$ cat config.mk
export PLATFORM = sky130hd
export DESIGN_NAME = pcc_queue
export DESIGN_NICKNAME = d
export VERILOG_FILES = /design/src/sv/pcc_pkg.sv /design/src/sv/pcc_queue.sv
export SDC_FILE = /design/constraint.sdc
export NUM_CORES = 1
export LEC_CHECK = 0
export ABC_AREA = 0
export BUFFER_PORTS_ARGS = -buffer_cell sky130_fd_sc_hd__buf_4
export CORE_MARGIN = 4
export CORE_UTILIZATION = 55
export DETAILED_ROUTE_END_ITERATION = 10
export PLACE_DENSITY = 0.81
export SKIP_LAST_GASP = 1
export SYNTH_ARGS = -nofsm -noshare
export SYNTH_HDL_FRONTEND = slang
export SYNTH_SLANG_ARGS = --single-unit
$ cat constraint.sdc
create_clock -name clk -period 2.05 [get_ports clk]
set_input_delay 0.205 -clock clk [delete_from_list [all_inputs] [get_ports clk]]
set_output_delay 0.205 -clock clk [all_outputs]
set_load 0.05 [all_outputs]
$ cat src/sv/pcc_pkg.sv
// shared types, constants and the channel pair lookup for the coincidence counter
package pcc_pkg;

  localparam int TS_W       = 32;
  localparam int CH_W       = 3;
  localparam int DLY_W      = 21;
  localparam int WIN_W      = 20;
  localparam int TIME_W     = 34;
  localparam int DIFF_W     = 35;
  localparam int CNT_W      = 32;
  localparam int NPAIR      = 6;
  localparam int NDLY       = 4;
  localparam int SLOT_W     = 3;
  localparam int CFG_IDX_W  = 3;
  localparam int CFG_DATA_W = 21;
  localparam int STAT_W     = 2;
  localparam int QDEPTH     = 4;
  localparam int QAW        = 2;

  typedef logic [CFG_IDX_W-1:0] cfg_idx_t;
  localparam cfg_idx_t CFG_DELAY_CH0 = 3'd0;
  localparam cfg_idx_t CFG_DELAY_CH1 = 3'd1;
  localparam cfg_idx_t CFG_DELAY_CH2 = 3'd2;
  localparam cfg_idx_t CFG_DELAY_CH3 = 3'd3;
  localparam cfg_idx_t CFG_WINDOW    = 3'd4;

  typedef logic [STAT_W-1:0] status_t;
  localparam status_t ST_OK    = 2'd0;
  localparam status_t ST_SHORT = 2'd1;
  localparam status_t ST_DROP  = 2'd2;

  typedef struct packed {
    logic [TIME_W-1:0] dtime;
    logic [CH_W-1:0]   chan;
    logic              last;
  } event_t;

  typedef struct packed {
    logic [TIME_W-1:0] dtime;
    logic [CH_W-1:0]   chan;
  } store_t;

  typedef struct packed {
    logic              hit_ok;
    logic [SLOT_W-1:0] idx;
  } slot_t;

  typedef enum logic [2:0] {
    BK_LOAD,
    BK_RD_I,
    BK_GET_I,
    BK_SCAN,
    BK_DRAIN,
    BK_OUT
  } back_state_t;

  function automatic slot_t pair_slot(input logic [CH_W-1:0] ca, input logic [CH_W-1:0] cb);
    slot_t s;
    s.hit_ok = 1'b0;
    s.idx    = '0;
    if (!ca[2] && !cb[2] && (ca != cb)) begin
      s.hit_ok = 1'b1;
      case ({ca[1:0], cb[1:0]})
        4'b0001, 4'b0100: s.idx = 3'd0;
        4'b0010, 4'b1000: s.idx = 3'd1;
        4'b0011, 4'b1100: s.idx = 3'd2;
        4'b0110, 4'b1001: s.idx = 3'd3;
        4'b0111, 4'b1101: s.idx = 3'd4;
        4'b1011, 4'b1110: s.idx = 3'd5;
        default:          s.hit_ok = 1'b0;
      endcase
    end
    return s;
  endfunction

endpackage

$ cat src/sv/pcc_queue.sv
// short word queue between the front end and the pair scanner
module pcc_queue (
  input  logic            clk,
  input  logic            rst_n,
  input  logic            push,
  input  pcc_pkg::event_t wdata,
  output logic            full,
  input  logic            pop,
  output logic            valid,
  output pcc_pkg::event_t rdata
);

  pcc_pkg::event_t           entry_r [pcc_pkg::QDEPTH];
  logic [pcc_pkg::QAW-1:0]   wr_ptr_r;
  logic [pcc_pkg::QAW-1:0]   rd_ptr_r;
  logic [pcc_pkg::QAW:0]     cnt_r;
  logic [pcc_pkg::QAW:0]     cnt_nxt;

  assign full  = (cnt_r == (pcc_pkg::QAW+1)'(pcc_pkg::QDEPTH));
  assign valid = (cnt_r != '0);
  assign rdata = entry_r[rd_ptr_r];

  always_comb begin
    cnt_nxt = cnt_r;
    if (push && !pop) begin
      cnt_nxt = cnt_r + 1'b1;
    end else if (pop && !push) begin
      cnt_nxt = cnt_r - 1'b1;
    end
  end

  always_ff @(posedge clk) begin
    if (!rst_n) begin
      wr_ptr_r <= '0;
      rd_ptr_r <= '0;
      cnt_r    <= '0;
    end else begin
      if (push) begin
        wr_ptr_r <= wr_ptr_r + 1'b1;
      end
      if (pop) begin
        rd_ptr_r <= rd_ptr_r + 1'b1;
      end
      cnt_r <= cnt_nxt;
    end
  end

  always_ff @(posedge clk) begin
    if (push) begin
      entry_r[wr_ptr_r] <= wdata;
    end
  end

endmodule

## Yosys cells after proc, flatten, opt, wreduce, memory -nomap -nowiden

Memories as Yosys holds them, arrays and structs flattened. A register that Yosys moved wholly into a read port is not among the register bits.
Cells that the tools add are included.
Widths: inputs -> output; s select.

| word-level totals | value |
|---|---|
| bits in registers | 7 |
| bits in latches | 0 |
| bits in writable memories | 152 |
| memory bits (read-only) | 0 |
| input bits | 42 |
| output and inout port bits | 40 |
| word-level logic and storage cells | 21 |
| memories kept | 1 |

Memories:

| memory | depth | bits a word | read ports | clocked after Yosys merged registers in | wr ports | RTL line | source |
|---|---|---|---|---|---|---|---|
| entry_r | 4 | 38 | 1 | 1 | 1 | pcc_queue.sv:13 | `pcc_pkg::event_t entry_r [pcc_pkg::QDEPTH];` |

| cells by class | value |
|---|---|
| $add $sub $neg | 4 |
| multipliers | 0 |
| div/mod/pow operators | 0 |
| magnitude comparators | 0 |
| equality and inequality tests | 1 |
| shift operators | 0 |
| muxes and demuxes | 6 |
| bitwise operators | 0 |
| reduce and logical (&&, ||, !) cells | 6 |

Operator list:

| operator | count |
|---|---|
| $mux 3 | 2 |
| $add 2x1->2 const B | 2 |
| $mux 2 | 2 |
| $add 3x1->3 const B | 1 |
| $eq 3x3->1 const B | 1 |
| $reduce_bool 3->1 | 1 |
| $sub 3x1->3 const B | 1 |
| $logic_and 1x1->1 | 2 |
| $logic_not 1->1 | 2 |
| $mux 1 | 2 |
| $reduce_bool 2->1 | 1 |

## Longest topological paths before layout

| logic depth | value |
|---|---|
| depth after elaboration | 4 |
| mapped depth | 7 |

## Least setup slack after synthesis

No wires, ideal clock.

| path | value |
|---|---|
| path type | reg2reg |
| start point | register wr_ptr_r[0] in the netlist's numbering |
| end point | memory entry_r[2][0] in the netlist's numbering, enable pin |
| setup time | 0.399 ns |
| arrival time | 1.464 ns |
| required time | 1.651 ns |
| path slack | 0.187 ns |
| cell stages (with the launch flop) | 4 |
| buffers on the path | 0 |
| period minus slack after synthesis | 1.863 ns |
| path through | dfxtp_1 -> inv_1 -> ha_1 -> and2_1 |

RTL lines:

| item | RTL line | source |
|---|---|---|
| from (decl) | pcc_queue.sv:14 | `logic [pcc_pkg::QAW-1:0] wr_ptr_r;` |
| from (signal assigned) | pcc_queue.sv:39 | `wr_ptr_r <= wr_ptr_r + 1'b1;` |
| to (decl) | pcc_queue.sv:13 |  |

Straight into the memory's write port.

==> results.toml <==
[placement]
dp.final_hpwl_mm = 6.260
placed_cells = 461
port_buffers = 81
globalplace.congestion = 0.7222
place_worst_setup_slack_ns = 0.3342

[cts]
h_tree_level_count = 4
clkLatencyLatePin_ns = 0.52
root_buffer = "sky130_fd_sc_hd__clkbuf_8"
clk_pin_slew_ns = 0.06
clock-sinks = 161
cts.path.max_buffers = 2
cts-buffers-inserted = 17
post_cts_buffers = 0
tritoncts_clock_tree = "yes"

[finish]
final_cells = 533
final_common_cell = "sky130_fd_sc_hd__edfxtp_1"
layout_common_cells = "sky130_fd_sc_hd__edfxtp_1, sky130_fd_sc_hd__buf_4, sky130_fd_sc_hd__dlygate4sd3_1"
final_antenna_diode_count = 0
post_route_cells_drive_above_1_share = 0.4156
fill_cells = 601
num-nets-final = 432
area_delta_synth_final_pct = 31.28

[worst_setup_path]
timing.reg2reg.worst_path_depth = 4
worst-r2r-setup-slack_ns = 0.53
reg2reg_to = "cnt_r[2]"
cpLargestDelayFamily = "multiplexers"
worst_path_max_delay_cell = "sky130_fd_sc_hd__mux4_2"
setup.worst_path.end_class = "primary output"
path_depth = 3
cp_num_buf_inv = 2
worst_ep_arrival_time_ns = 1.90
path_cells = "buf_12, mux4_2, buf_4"
cp.required_ns = 1.85
critical-path-max-stage-delay_ns = 0.55
setup.worst_path.class = "register to primary output"
setup.worst_path.start_class = "register"
critical_path.max_fanout = 16
r2r_path_start = "cnt_r[0]"

[synthesis]
syn-cell-area_mm2 = 0.005944
yosys_warnings = 0
synth.lib_cells_used.distinct = 21
synth_async_sr_flop_share = 0
synth_seq_area_share = 0.7981
synth_edf_count = 152
count_of_state_elements_after_synthesis = 161
postSynthAreaPerCell_um2 = 24.67
dominant_register_cell_in_the_synthesized_netlist = "sky130_fd_sc_hd__edfxtp_1"
postSynthCellCount = 241
mappedNetlistNets = 289

[global_routing]
grt_start_max_net_pins = 30
grt_overflow_total = 0
grt_pass1_vias = 3171
antenna_violations_before_repair = 0
grt_first_pass_wirelength_mm = 17.17
gr_util_all_layers = 0.1866

[sta]
timing.final.crit_period_ns = 2.105
slew_headroom = 0.7490
finalHoldWorstSlack_ns = 0.03955
rsz0062_at_grt = "true"
final_max_slew_viol_count = 0
max_clock_freq_ghz = 0.4751
timing.final.crit_share = 1.027
finalWorstSetupSlack_ns = -0.05476
report.final.hold_viol_count = 0
timing.clock.skew_ns = 0.008790
finalSetupViolations = 23
setup_tns_ns = -0.4127
slew_at_the_pin_with_the_worst_max_slew_slack_ns = 0.3765

[power]
power_per_cell_area_mw_per_mm2 = 1051
vdd_ir_drop_max_uv = 622.3
total_leakage_power_nw = 2.736

[flow_run]
max_cap_violations = 0

[min_path]
min_delay_worst_endpoint = "wr_ptr_r[1]"
worstHoldPathCells = 3
hold_crit_class = "primary input to register"
hold_start = "push"

[routing]
routed-via-count = 2888
detailedRoute.firstPassIterationCount = 4
routed_wirelength_mm = 10.74
detail_route.vias_per_cell = 5.418
drc = 0
drt_first_iter_violations = 161
wl_per_cell_um = 20.15
drtAntennaViolNets = 0

[floorplanning]
floorplan.rows = 37
core_area_mm2 = 0.01042
die_boundary_width_um = 112.0
pin_count = 82
start_util = 0.5707
fp.dieH_um = 112.0
fp.dieArea_mm2 = 0.01254

[outcome]
run_status = "finished with violations"
violations_in_the_final_reports = "setup timing"
worst max-delay path by stage:
stage                         end        start  slack, ns
finish                  rdata[36]     register      -0.05
global route            rdata[19]     register      -0.13
CTS                     rdata[37]     register      -0.11
detailed placement       cnt_r[2]          pop       0.33
global placement         cnt_r[2]          pop       0.42
floorplan           entry_r[2][0]  wr_ptr_r[0]       0.19
report_power, final:
part | switching (mW) | total (mW) | internal, mW
Sequential | 0.0625 | 3.83 | 3.77
Clock | 1.21 | 3.07 | 1.86
Combinational | 0.776 | 1.29 | 0.516
Total | 2.05 | 8.20 | 6.15
logic make-up (layout without fill, tap and decap cells):
family	after synthesis	count (layout)	share of synthesized area
flip-flops	161	161	0.7981
multiplexers	40	40	0.1473
AND/OR/NAND/NOR	15	15	0.01557
buffers and inverters	12	168	0.01557
adder cells (fa/ha/maj)	6	6	0.01389
XOR/XNOR	5	5	0.007368
AO/OA/AOI/OAI	2	2	0.002104
timing repair:
action                                  CTS  global route
hold endpoints to repair                161             0
gates cloned                              1             0
hold buffers                             39             0
resized for setup                         3             0
endpoints found under the setup margin   38            38
worst reg2reg max path, cell delays in order (launching register included):
cell                       delay, ns
sky130_fd_sc_hd__dfxtp_1        0.35
sky130_fd_sc_hd__fa_1           0.45
sky130_fd_sc_hd__xor2_1         0.18
sky130_fd_sc_hd__or3_1          0.31
sky130_fd_sc_hd__a21boi_0       0.16
synth_stat cells, drive strengths merged, types with 2 or more instances:
| cell type | number | share of area |
|---|---|---|
| edfxtp | 152 | 0.77 |
| mux4 | 38 | 0.14 |
| and2 | 9 | 0.0095 |
| dfxtp | 9 | 0.030 |
| buf | 7 | 0.012 |
| ha | 5 | 0.011 |
| inv | 4 | 0.0025 |
| xor2 | 3 | 0.0044 |
| mux2i | 2 | 0.0034 |
| nor2b | 2 | 0.0021 |
| or3 | 2 | 0.0021 |
| xnor2 | 2 | 0.0029 |
sequential cells by signal, summed over array words and instances (netlist names), named ones only:
register / flops
entry_r: 152
cnt_r: 3
rd_ptr_r: 2
wr_ptr_r: 2
metal layers:
layer / global-route usage / up-vias / wire length [um]
met5: 0 / - / 0
met2: 0.3098 / 97 / 5772
met4: 0.05048 / 0 / 56
met1: 0.2352 / 1494 / 4273
li1: - / 1291 / -
met3: 0.06902 / 6 / 636
per-stage QoR:
| stage | total power [mW] | area [um^2] | utilization |
|---|---|---|---|
| global route | 8.509 | 7804 | 0.7492 |
| finish | 8.201 | 7804 | 0.7492 |
| detailed placement | 5.131 | 6798 | 0.6526 |
| floorplan | 4.723 | 5944 | - |
| global placement | 5.103 | 6798 | 0.6526 |
| CTS | 8.271 | 7804 | 0.7492 |
cell type report:
class | instances | area (um^2) | share of cell area
clock buffer | 20 | 425.4 | 0.05451
multi-input combinational | 68 | 1112 | 0.1425
clock inverter | 12 | 157.7 | 0.02020
sequential | 161 | 4752 | 0.6089
inverter | 4 | 15.01 | 0.001924
tap | 136 | 170.2 | 0.02181
timing repair buffer | 132 | 1171 | 0.1501
No activity file was read; power rests on OpenSTA's default activity.
