`src/sv/pcc_pkg.sv`:
```
// shared types, constants and the channel pair lookup for the coincidence counter
package pcc_pkg;

  localparam int TS_W       = 32;
  localparam int CH_W       = 3;
  localparam int DLY_W      = 21;
  localparam int WIN_W      = 20;
  localparam int TIME_W     = 34;
  localparam int DIFF_W     = 35;
  localparam int CNT_W      = 32;
  localparam int NPAIR      = 6;
  localparam int NDLY       = 4;
  localparam int SLOT_W     = 3;
  localparam int CFG_IDX_W  = 3;
  localparam int CFG_DATA_W = 21;
  localparam int STAT_W     = 2;
  localparam int QDEPTH     = 4;
  localparam int QAW        = 2;

  typedef logic [CFG_IDX_W-1:0] cfg_idx_t;
  localparam cfg_idx_t CFG_DELAY_CH0 = 3'd0;
  localparam cfg_idx_t CFG_DELAY_CH1 = 3'd1;
  localparam cfg_idx_t CFG_DELAY_CH2 = 3'd2;
  localparam cfg_idx_t CFG_DELAY_CH3 = 3'd3;
  localparam cfg_idx_t CFG_WINDOW    = 3'd4;

  typedef logic [STAT_W-1:0] status_t;
  localparam status_t ST_OK    = 2'd0;
  localparam status_t ST_SHORT = 2'd1;
  localparam status_t ST_DROP  = 2'd2;

  typedef struct packed {
    logic [TIME_W-1:0] dtime;
    logic [CH_W-1:0]   chan;
    logic              last;
  } event_t;

  typedef struct packed {
    logic [TIME_W-1:0] dtime;
    logic [CH_W-1:0]   chan;
  } store_t;

  typedef struct packed {
    logic              hit_ok;
    logic [SLOT_W-1:0] idx;
  } slot_t;

  typedef enum logic [2:0] {
    BK_LOAD,
    BK_RD_I,
    BK_GET_I,
    BK_SCAN,
    BK_DRAIN,
    BK_OUT
  } back_state_t;

  function automatic slot_t pair_slot(input logic [CH_W-1:0] ca, input logic [CH_W-1:0] cb);
    slot_t s;
    s.hit_ok = 1'b0;
    s.idx    = '0;
    if (!ca[2] && !cb[2] && (ca != cb)) begin
      s.hit_ok = 1'b1;
      case ({ca[1:0], cb[1:0]})
        4'b0001, 4'b0100: s.idx = 3'd0;
        4'b0010, 4'b1000: s.idx = 3'd1;
        4'b0011, 4'b1100: s.idx = 3'd2;
        4'b0110, 4'b1001: s.idx = 3'd3;
        4'b0111, 4'b1101: s.idx = 3'd4;
        4'b1011, 4'b1110: s.idx = 3'd5;
        default:          s.hit_ok = 1'b0;
      endcase
    end
    return s;
  endfunction

endpackage

```
`src/sv/pcc_front.sv`:
```
// front end: configuration registers, word intake and per-channel delay
module pcc_front (
  input  logic                              clk,
  input  logic                              rst_n,
  input  logic                              cfg_valid,
  output logic                              cfg_ready,
  input  logic [pcc_pkg::CFG_IDX_W-1:0]     cfg_index,
  input  logic [pcc_pkg::CFG_DATA_W-1:0]    cfg_data,
  input  logic                              in_valid,
  output logic                              in_ready,
  input  logic signed [pcc_pkg::TS_W-1:0]   in_timestamp,
  input  logic [pcc_pkg::CH_W-1:0]          in_event_channel,
  input  logic                              in_last_event,
  input  logic                              q_full,
  output logic                              q_push,
  output pcc_pkg::event_t                   q_wdata,
  output logic [pcc_pkg::WIN_W-1:0]         window
);

  logic [pcc_pkg::DLY_W-1:0]  dly_r [pcc_pkg::NDLY];
  logic [pcc_pkg::WIN_W-1:0]  win_r;
  logic [pcc_pkg::DLY_W-1:0]  dly_sel;

  assign cfg_ready = 1'b1;
  assign window    = win_r;

  always_ff @(posedge clk) begin
    if (!rst_n) begin
      for (int k = 0; k < pcc_pkg::NDLY; k++) begin
        dly_r[k] <= '0;
      end
      win_r <= '0;
    end else if (cfg_valid) begin
      case (cfg_index)
        pcc_pkg::CFG_DELAY_CH0: dly_r[0] <= cfg_data;
        pcc_pkg::CFG_DELAY_CH1: dly_r[1] <= cfg_data;
        pcc_pkg::CFG_DELAY_CH2: dly_r[2] <= cfg_data;
        pcc_pkg::CFG_DELAY_CH3: dly_r[3] <= cfg_data;
        pcc_pkg::CFG_WINDOW:    win_r    <= cfg_data[pcc_pkg::WIN_W-1:0];
        default: ;
      endcase
    end
  end

  // channels 4 to 7 take no delay
  assign dly_sel  = in_event_channel[2] ? '0 : dly_r[in_event_channel[1:0]];
  assign in_ready = !q_full;
  assign q_push   = in_valid && !q_full;

  always_comb begin
    q_wdata.dtime = {{(pcc_pkg::TIME_W-pcc_pkg::TS_W){in_timestamp[pcc_pkg::TS_W-1]}},
                     in_timestamp}
                  + {{(pcc_pkg::TIME_W-pcc_pkg::DLY_W){dly_sel[pcc_pkg::DLY_W-1]}}, dly_sel};
    q_wdata.chan  = in_event_channel;
    q_wdata.last  = in_last_event;
  end

endmodule

```
`config.mk`:
```
export PLATFORM = sky130hd
export DESIGN_NAME = pcc_front
export DESIGN_NICKNAME = d
export VERILOG_FILES = /design/src/sv/pcc_pkg.sv /design/src/sv/pcc_front.sv
export SDC_FILE = /design/constraint.sdc
export NUM_CORES = 1
export LEC_CHECK = 0
export BUFFER_PORTS_ARGS = -buffer_cell sky130_fd_sc_hd__clkbuf_2
export CORE_ASPECT_RATIO = 2
export CORE_MARGIN = 1
export CORE_UTILIZATION = 39
export DETAILED_ROUTE_END_ITERATION = 8
export GPL_TIMING_DRIVEN = 0
export PLACE_DENSITY = 0.71
export SYNTH_ARGS = -nofsm -noshare
export SYNTH_HDL_FRONTEND = slang
export SYNTH_SLANG_ARGS = --single-unit
```
`constraint.sdc`:
```
create_clock -name clk -period 6.3 [get_ports clk]
set_input_delay 1.26 -clock clk [delete_from_list [all_inputs] [get_ports clk]]
set_output_delay 1.26 -clock clk [all_outputs]
set_load 0.01 [all_outputs]
```
# Word level (Yosys, flattened, before mapping)
# Memories as Yosys holds them, arrays and structs flattened.
# Cells that the tools add are included.
[classes]
addsub = 1
eq_ne = 4
muxes = 22
bitwise_logic = 4
n_reduce_logical = 4
[op_table]
columns = ["op", "n"]
rows = [
  ["$mux 21", 5],
  ["$add 32x21->33", 1],
  ["$mux 1", 17],
  ["$eq 3x2->1 const B", 2],
  ["$or 1x1->1", 4],
  ["$eq 3x1->1 const B", 1],
  ["$eq 3x3->1 const B", 1],
  ["$logic_not 3->1", 1],
  ["$reduce_and 2->1", 1],
  ["$logic_and 1x1->1", 1],
  ["$logic_not 1->1", 1],
]
[word_totals]
regBits = 20
ram_bits = 84
wordCells = 37
n_memories = 1
[mem_list]
columns = ["memory", "depth", "width", "rd", "rd_ports_with_merged_regs", "wr", "line", "text"]
rows = [
  ["dly_r", 4, 21, 1, 0, 4, "pcc_front.sv:20", "logic [pcc_pkg::DLY_W-1:0] dly_r [pcc_pkg::NDLY];"],
]

# Logic depth before layout (Yosys ltp)
# Gate-level depths: netlist of run 1.
[depth]
word_depth = 6
mapped_depth = 13
mapped_depth_nobuf = 11

# Worst setup path before layout of run 1
# Ideal clock, no wire load.
[synth_timing]
kind = "in2out"
start = "input port in_event_channel[0] (netlist bit)"
end = "output port q_wdata[37] (netlist bit)"
arrival_time_ns = 4.394
setup_slack_ns = 0.646
stages = 13
cell_sequence = "buf_2 -> mux4_2 -> nor2b_1 -> ha_1 -> fa_1 -> a21o_1 -> a221o_2 -> a211oi_2 -> o21ai_0 -> nand2_1 -> nand2_1 -> a41oi_1 -> buf_4"
[synth_rtl]
columns = ["element", "line", "text"]
rows = [
  ["start: declaration", "pcc_front.sv:12", "input logic [pcc_pkg::CH_W-1:0] in_event_channel,"],
  ["end: declaration", "pcc_front.sv:16", "output pcc_pkg::event_t q_wdata,"],
]

==> results.yml, run 1 <==
detailed_routing:
  post_drt_wl_per_cell_um: 17.0
  firstDrtPassIters: 4
  drc: 0
  drt_iter0_drc: 172
  vias: 5061
  final_antenna_net_count: 0
  via_per_inst: 5.33
  drt-total-wl_um: 16100
timing:
  slew_viol_final: 0
  fin_crit_sh_pct: 96.8
  setup_viol_count_final: 0
  worst-slew-pin-transition_ns: 0.760
  fin_tns_setup_ns: 0
  final.setup.worst_slack_ns: 0.199
  hold_viol: 0
  clock_skew_ns: 0
  layout_min_cycle_time_ns: 6.10
  max_slew_margin_pct: 49.3
  max_freq_ghz: 0.164
yosys:
  synth.most_common_cell: "and2_1"
  syn_area_per_cell_um2: 10.8
  synth_area_um2: 6500
  synth_top_area_share_pct: 38.8
  synth-async-reset-ratio_pct: 0
  ys_top_cells_by_count: "and2_1 (86), edfxtp_1 (84), nand2_1 (66), ha_1 (32), a21oi_1 (28)"
  netlist_instances: 603
  ys_seq_area_share_pct: 45.0
  ys_ff_latch: 104
  synth.top_cells.by_area: "edfxtp_1 (39%), and2_1 (8.3%), mux4_2 (7.3%)"
  yosys_warnings: 0
  ys_types: 67
  synth-main-ff-cell: "edfxtp_1"
  syn-num-nets: 701
  synth_top_area_cell: "edfxtp_1"
  synth_enable_flop_cells: 84
flow_run:
  drv_cap: 0
hold_path:
  min_from: "window[3]$_SDFFE_PN0P_"
  hold_path_end: "window[3]$_SDFFE_PN0P_"
  whs_path_depth: 2
  hold_class: "reg -> reg"
layout:
  nNetsFinal: 838
  n_antenna_cell: 0
  layout-drive-gt1-share_pct: 26.7
  final_core_util_pct: 47.8
  syn_to_final_growth_pct: 19.6
  final_area_um2: 7770
global_routing:
  top_usage_layer: "met2"
  met2_usage_pct: 38.4
  track_usage_pct: 19.0
  grt_max_degree: 17
  grt_antenna_before_repair: 0
  met1_usage_pct: 18.2
  grt-ovfl-total: 0
  grt_pass1_vias: 4938
  grt_first_pass_wirelength_um: 24500
  grtUsageMet3_pct: 2.27
die:
  core_um2: 16300
  start_util_pct: 39.9
  ios: 126
  die_w_um: 93.3
  dieArea_um2: 17200
  dieHeight_um: 185
  num_rows: 66
setup_path:
  reg2reg_to: "window[14]$_SDFFE_PN0P_"
  reg2reg_from: "window[14]$_SDFFE_PN0P_"
  worst-setup-path-type: "in -> out"
  ff2ff_setup_slack_ns: 5.60
  worst_ep_required_time_ns: 5.04
  worst_ep_arrival_time_ns: 4.84
  critPathLaunchType: "input pin"
  worstPathMaxFanout: 10
  endpoint_kind: "primary output"
  r2r_cells: 2
  setup.worst_path.start: "in_event_channel[0]"
placement:
  place_ws_ns: -0.480
  placed_cell_area_um2: 7480
  io_buffer_count: 123
  place.gp.congestion: 0.897
  dp.final_hpwl_um: 12700
power:
  seqPwrFrac_pct: 43.6
  internal_power_uw: 1290
  netSwitchingPower_uw: 520
  peakVddDrop_mv: 0.188
  total_power_uw: 1810
  p_sw_share_pct: 28.7
  p_leak_uw: 0.00325
  pwr-share-comb_pct: 26.4
  clockPowerShare_pct: 30.0
  p_per_area_nw_per_um2: 233
cts:
  cts_root_buffer: "clkbuf_16"
  cts_setup_buffers: 0
  path_clk_slew_ns: 0.06
  cts_inserted_buffers: 9
  clk_latency_ns: 0.34
  cts_buffer_depth: 2
  numClockSinks: 104
  cts_hold_buffers: 0
  htreeDepth: 3
  cts_tree: "yes"
status:
  status: "finished clean"
==> how the worst max path moves through the flow <==
stage / endpoint / slack (ns) / cells past startpoint
floorplan: q_wdata[37] / 0.65 / 13
CTS: q_wdata[37] / 0.02 / 15
detailed placement: q_wdata[37] / -0.48 / 15
global placement: q_wdata[37] / -0.40 / 15
finish: q_wdata[37] / 0.20 / 15
global route: q_wdata[37] / -0.002 / 15
==> power by group through the flow <==
| stage | logic, µW | clock network [µW] | registers [µW] |
|---|---|---|---|
| CTS | 481 | 554 | 791 |
| global placement | 465 | 0 | 807 |
| floorplan | 311 | 0 | 804 |
| global route | 523 | 576 | 794 |
| detailed placement | 480 | 0 | 806 |
| finish | 479 | 545 | 790 |
==> worst max-delay path, stage by stage <==
cell      delay [ns]
clkbuf_2        0.15
buf_4           0.27
mux4_2          0.52
nor2b_1         0.17
ha_1            0.24
fa_1            0.42
a21o_1          0.23
a221o_2         0.38
a211oi_2        0.29
o21ai_0         0.18
nand2_1         0.11
nand2_1         0.07
a41oi_1         0.28
buf_4           0.15
clkbuf_2        0.11
==> cells by family (layout without fill, tap and decap cells) <==
family / count (synthesis) / count (layout) / synth area share [%]
xor gates and xnor gates: 25 / 25 / 3.37
adders and majority gates: 33 / 33 / 6.47
muxes: 24 / 24 / 7.74
and+or+nand+nor: 244 / 244 / 20.8
DFF: 104 / 104 / 45.0
AOI/OAI and AO/OA: 127 / 127 / 13.4
buffers and inverters: 45 / 187 / 3.18
other: 1 / 1 / 0.0577
==> sequential cells by signal, indices dropped and copies added (netlist names) <==
| signal | count |
|---|---|
| dly_r | 84 |
| window | 20 |
==> per-stage QoR <==
step	cells	hold slack, ns
finish	949	0.463
floorplan	603	0.488
global placement	930	0.451
global route	949	0.490
detailed placement	934	0.460
CTS	949	0.469
==> timing repair <==
item,in CTS,in global routing
pin swaps,0,0
cloned,0,0
gates resized for setup,1,5
endpoints found under the setup margin,6,7
==> cell type report <==
cell class	count	area [µm²]
fill	1547	8500
multi-input combinational	454	3410
sequential	104	2920
buffer	35	173
clock buffer	10	229
tap	204	255
timing repair buffer	127	688
inverter	9	33.8
clock inverter	6	60.1
==> cell usage in the layout, fill, tap and decap left out, types with 16 or more instances in the layout <==
cell type  count
nor2b_1       22
nand2_1       66
clkbuf_1      21
edfxtp_1      84
clkbuf_2     124
and2_1        86
a21boi_0      21
dfxtp_1       20
mux4_2        21
ha_1          32
a21o_1        16
nor2_1        19
a21oi_1       28
==> layer usage <==
layer	wire length [µm]	share of wire (%)	up-vias
li1	-	-	2471
met1	5700	35	2401
met2	9170	57	159
met3	715	4.4	30
met4	540	3.3	0
met5	0	0	-
Power figures use the tool's default switching activity.
==> inputs of run 2 (changes only) <==
--- a/config.mk
+++ b/config.mk
@@ -8,10 +8,11 @@
 export BUFFER_PORTS_ARGS = -buffer_cell sky130_fd_sc_hd__clkbuf_2
 export CORE_ASPECT_RATIO = 2
 export CORE_MARGIN = 1
-export CORE_UTILIZATION = 39
+export CORE_UTILIZATION = 55
 export DETAILED_ROUTE_END_ITERATION = 8
 export GPL_TIMING_DRIVEN = 0
-export PLACE_DENSITY = 0.71
+export MAX_ROUTING_LAYER = met4
+export PLACE_DENSITY = 0.9
 export SYNTH_ARGS = -nofsm -noshare
 export SYNTH_HDL_FRONTEND = slang
 export SYNTH_SLANG_ARGS = --single-unit
==> run 2 against run 1 <==
Non-clock buffer count is the same. Clock power barely moved. Critical path type unchanged. Wire length is 2.0% higher. Setup slack improved by 0.067 ns. Sequential cell count is the same. Sequential share of layout area rose by 0.34 points.
==> results.yml, run 2 (synthesized netlist as in run 1, its figures left out) <==
detailed_routing:
  drt-total-wl_um: 16500
  wl_met2_um: 8960
  drt_iter0_drc: 246
  final_antenna_net_count: 0
  wl_met1_um: 5560
  firstDrtPassIters: 4
  wl_met3_um: 830
  highest_layer: "met4"
  via_per_inst: 5.94
  post_drt_wl_per_cell_um: 18.6
  vias: 5269
  drc: 0
power:
  internal_power_uw: 1300
  clockPowerShare_pct: 29.9
  netSwitchingPower_uw: 514
  peakVddDrop_mv: 0.235
  p_sw_share_pct: 28.3
  p_per_area_nw_per_um2: 236
  pwr-share-comb_pct: 26.5
  p_leak_uw: 0.00325
  seqPwrFrac_pct: 43.6
cts:
  numClockSinks: 104
  cts_buffer_depth: 2
  cts_tree: "yes"
  htreeDepth: 3
  path_clk_slew_ns: 0.07
  cts_root_buffer: "clkbuf_16"
  cts_inserted_buffers: 9
  cts_setup_buffers: 0
  clk_latency_ns: 0.33
timing:
  max_slew_margin_pct: 56.6
  layout_min_cycle_time_ns: 6.03
  slew_viol_final: 0
  final.setup.worst_slack_ns: 0.266
  worst-slew-pin-transition_ns: 0.650
  whs_ns: 0.472
  fin_tns_setup_ns: 0
  setup_viol_count_final: 0
  clock_skew_ns: 0
  hold_viol: 0
  fin_crit_sh_pct: 95.8
  max_freq_ghz: 0.166
  grt_setup_unrepaired: "false"
setup_path:
  crit_buf_inv: 4
  critPathLaunchType: "input pin"
  crit_path_max_incr_delay_ns: 0.52
  worst-setup-path-type: "in -> out"
  reg2reg_from: "window[11]$_SDFFE_PN0P_"
  worst_ep_required_time_ns: 5.04
  crit_slowest_cell: "mux4_2"
  worst_ep_arrival_time_ns: 4.77
  worstPathMaxFanout: 10
  critPathTopFamily: "compound AO/OA/AOI/OAI gates"
  crit_chain: "clkbuf_2 -> clkbuf_4 -> mux4_2 -> nor2b_1 -> ha_1 -> fa_1 -> a21o_1 -> a221o_2 -> a211oi_2 -> o21ai_0 -> nand2_1 -> nand2_1 -> a41oi_1 -> buf_4 -> clkbuf_2"
  endpoint_kind: "primary output"
  ff2ff_setup_slack_ns: 5.61
  r2r_cells: 2
  setup.worst_path.start: "in_event_channel[0]"
  reg2reg_to: "window[11]$_SDFFE_PN0P_"
die:
  dieArea_um2: 12300
  die_w_um: 78.9
  num_rows: 55
  core_um2: 11400
  start_util_pct: 56.9
  dieHeight_um: 156
  ios: 126
layout:
  fillerInstances: 868
  largest_reg_flops: 84
  final_area_um2: 7700
  n_antenna_cell: 0
  multi_input_area_um2: 3410
  layout_common_cells: "clkbuf_2 (124), and2_1 (86), edfxtp_1 (84)"
  syn_to_final_growth_pct: 18.6
  layout.cells.most_common: "clkbuf_2"
  layout-drive-gt1-share_pct: 26.4
  largest-register: "dly_r"
  nNetsFinal: 838
  register_area_um2: 2920
hold_path:
  whs_path_depth: 2
  hold_class: "reg -> reg"
  hold_path_end: "window[19]$_SDFFE_PN0P_"
  min_from: "window[19]$_SDFFE_PN0P_"
placement:
  io_buffer_count: 123
  place.gp.congestion: 0.935
  dp.final_hpwl_um: 12900
  placed_cell_area_um2: 7400
  place_ws_ns: -0.455
global_routing:
  grt_antenna_before_repair: 0
  grt_first_pass_wirelength_um: 25400
  track_usage_pct: 28.3
  grt_max_degree: 17
  grt-ovfl-total: 0
  grt_pass1_vias: 5540
flow_run:
  drv_cap: 0
status:
  status: "finished clean"
==> run 2: changes by cell type in the layout (fill, tap and decap cells not counted), sizes merged <==
cell / before / now
buf: 18 / 17
clkbuf: 154 / 159
clkinv: 4 / 1
bufinv: 1 / 0
==> run 2: per-stage QoR <==
| step | instances | power (µW) | utilization, % |
|---|---|---|---|
| final | 887 | 1820 | 67.4 |
| after global routing | 887 | 1880 | 67.4 |
| after CTS | 887 | 1810 | 67.4 |
| after detailed placement | 872 | 1280 | 64.8 |
| after global placement | 868 | 1250 | 63.8 |
| after floorplan | 603 | 1120 | - |
==> run 2: what timing repair did <==
item                                    in CTS  in global routing
endpoints found under the setup margin       6                  6
hold buffers                                 0                  0
gates cloned                                 0                  0
resized for setup                            1                  4
==> run 2: routing by layer <==
metal,GRT usage (%),vias to the layer above
li1,-,2473
met1,25.6,2479
met2,52.6,235
met3,2.63,82
met4,21.4,0
met5,-,-
==> run 2: worst reg2reg max path, cell delays in order (launching register included) <==
cell      delay [ns]
dfxtp_1         0.33
nand2_1         0.06
a21boi_0        0.22
==> run 2: final cells by class <==
cell class,count,share of cell area [%]
Tap cell,142,2.31
Multi-Input combinational cell,454,44.3
Clock buffer,14,3.72
Sequential cell,104,37.9
Inverter,9,0.439
Buffer,35,2.24
Clock inverter,2,0.146
Timing Repair Buffer,127,8.93
==> run 2: worst max-delay path by stage <==
stage | depth (start not counted) | end
after floorplan | 13 | q_wdata[37]
after global placement | 15 | q_wdata[37]
after detailed placement | 15 | q_wdata[37]
after CTS | 15 | q_wdata[37]
after global routing | 15 | q_wdata[37]
final | 15 | q_wdata[37]
==> run 2: power groups by stage <==
| stage | logic (µW) | registers [µW] | clock network, µW |
|---|---|---|---|
| floorplan | 311 | 804 | 0 |
| global placement | 450 | 805 | 0 |
| detailed placement | 476 | 808 | 0 |
| CTS | 478 | 793 | 543 |
| global route | 523 | 797 | 565 |
| finish | 481 | 793 | 543 |
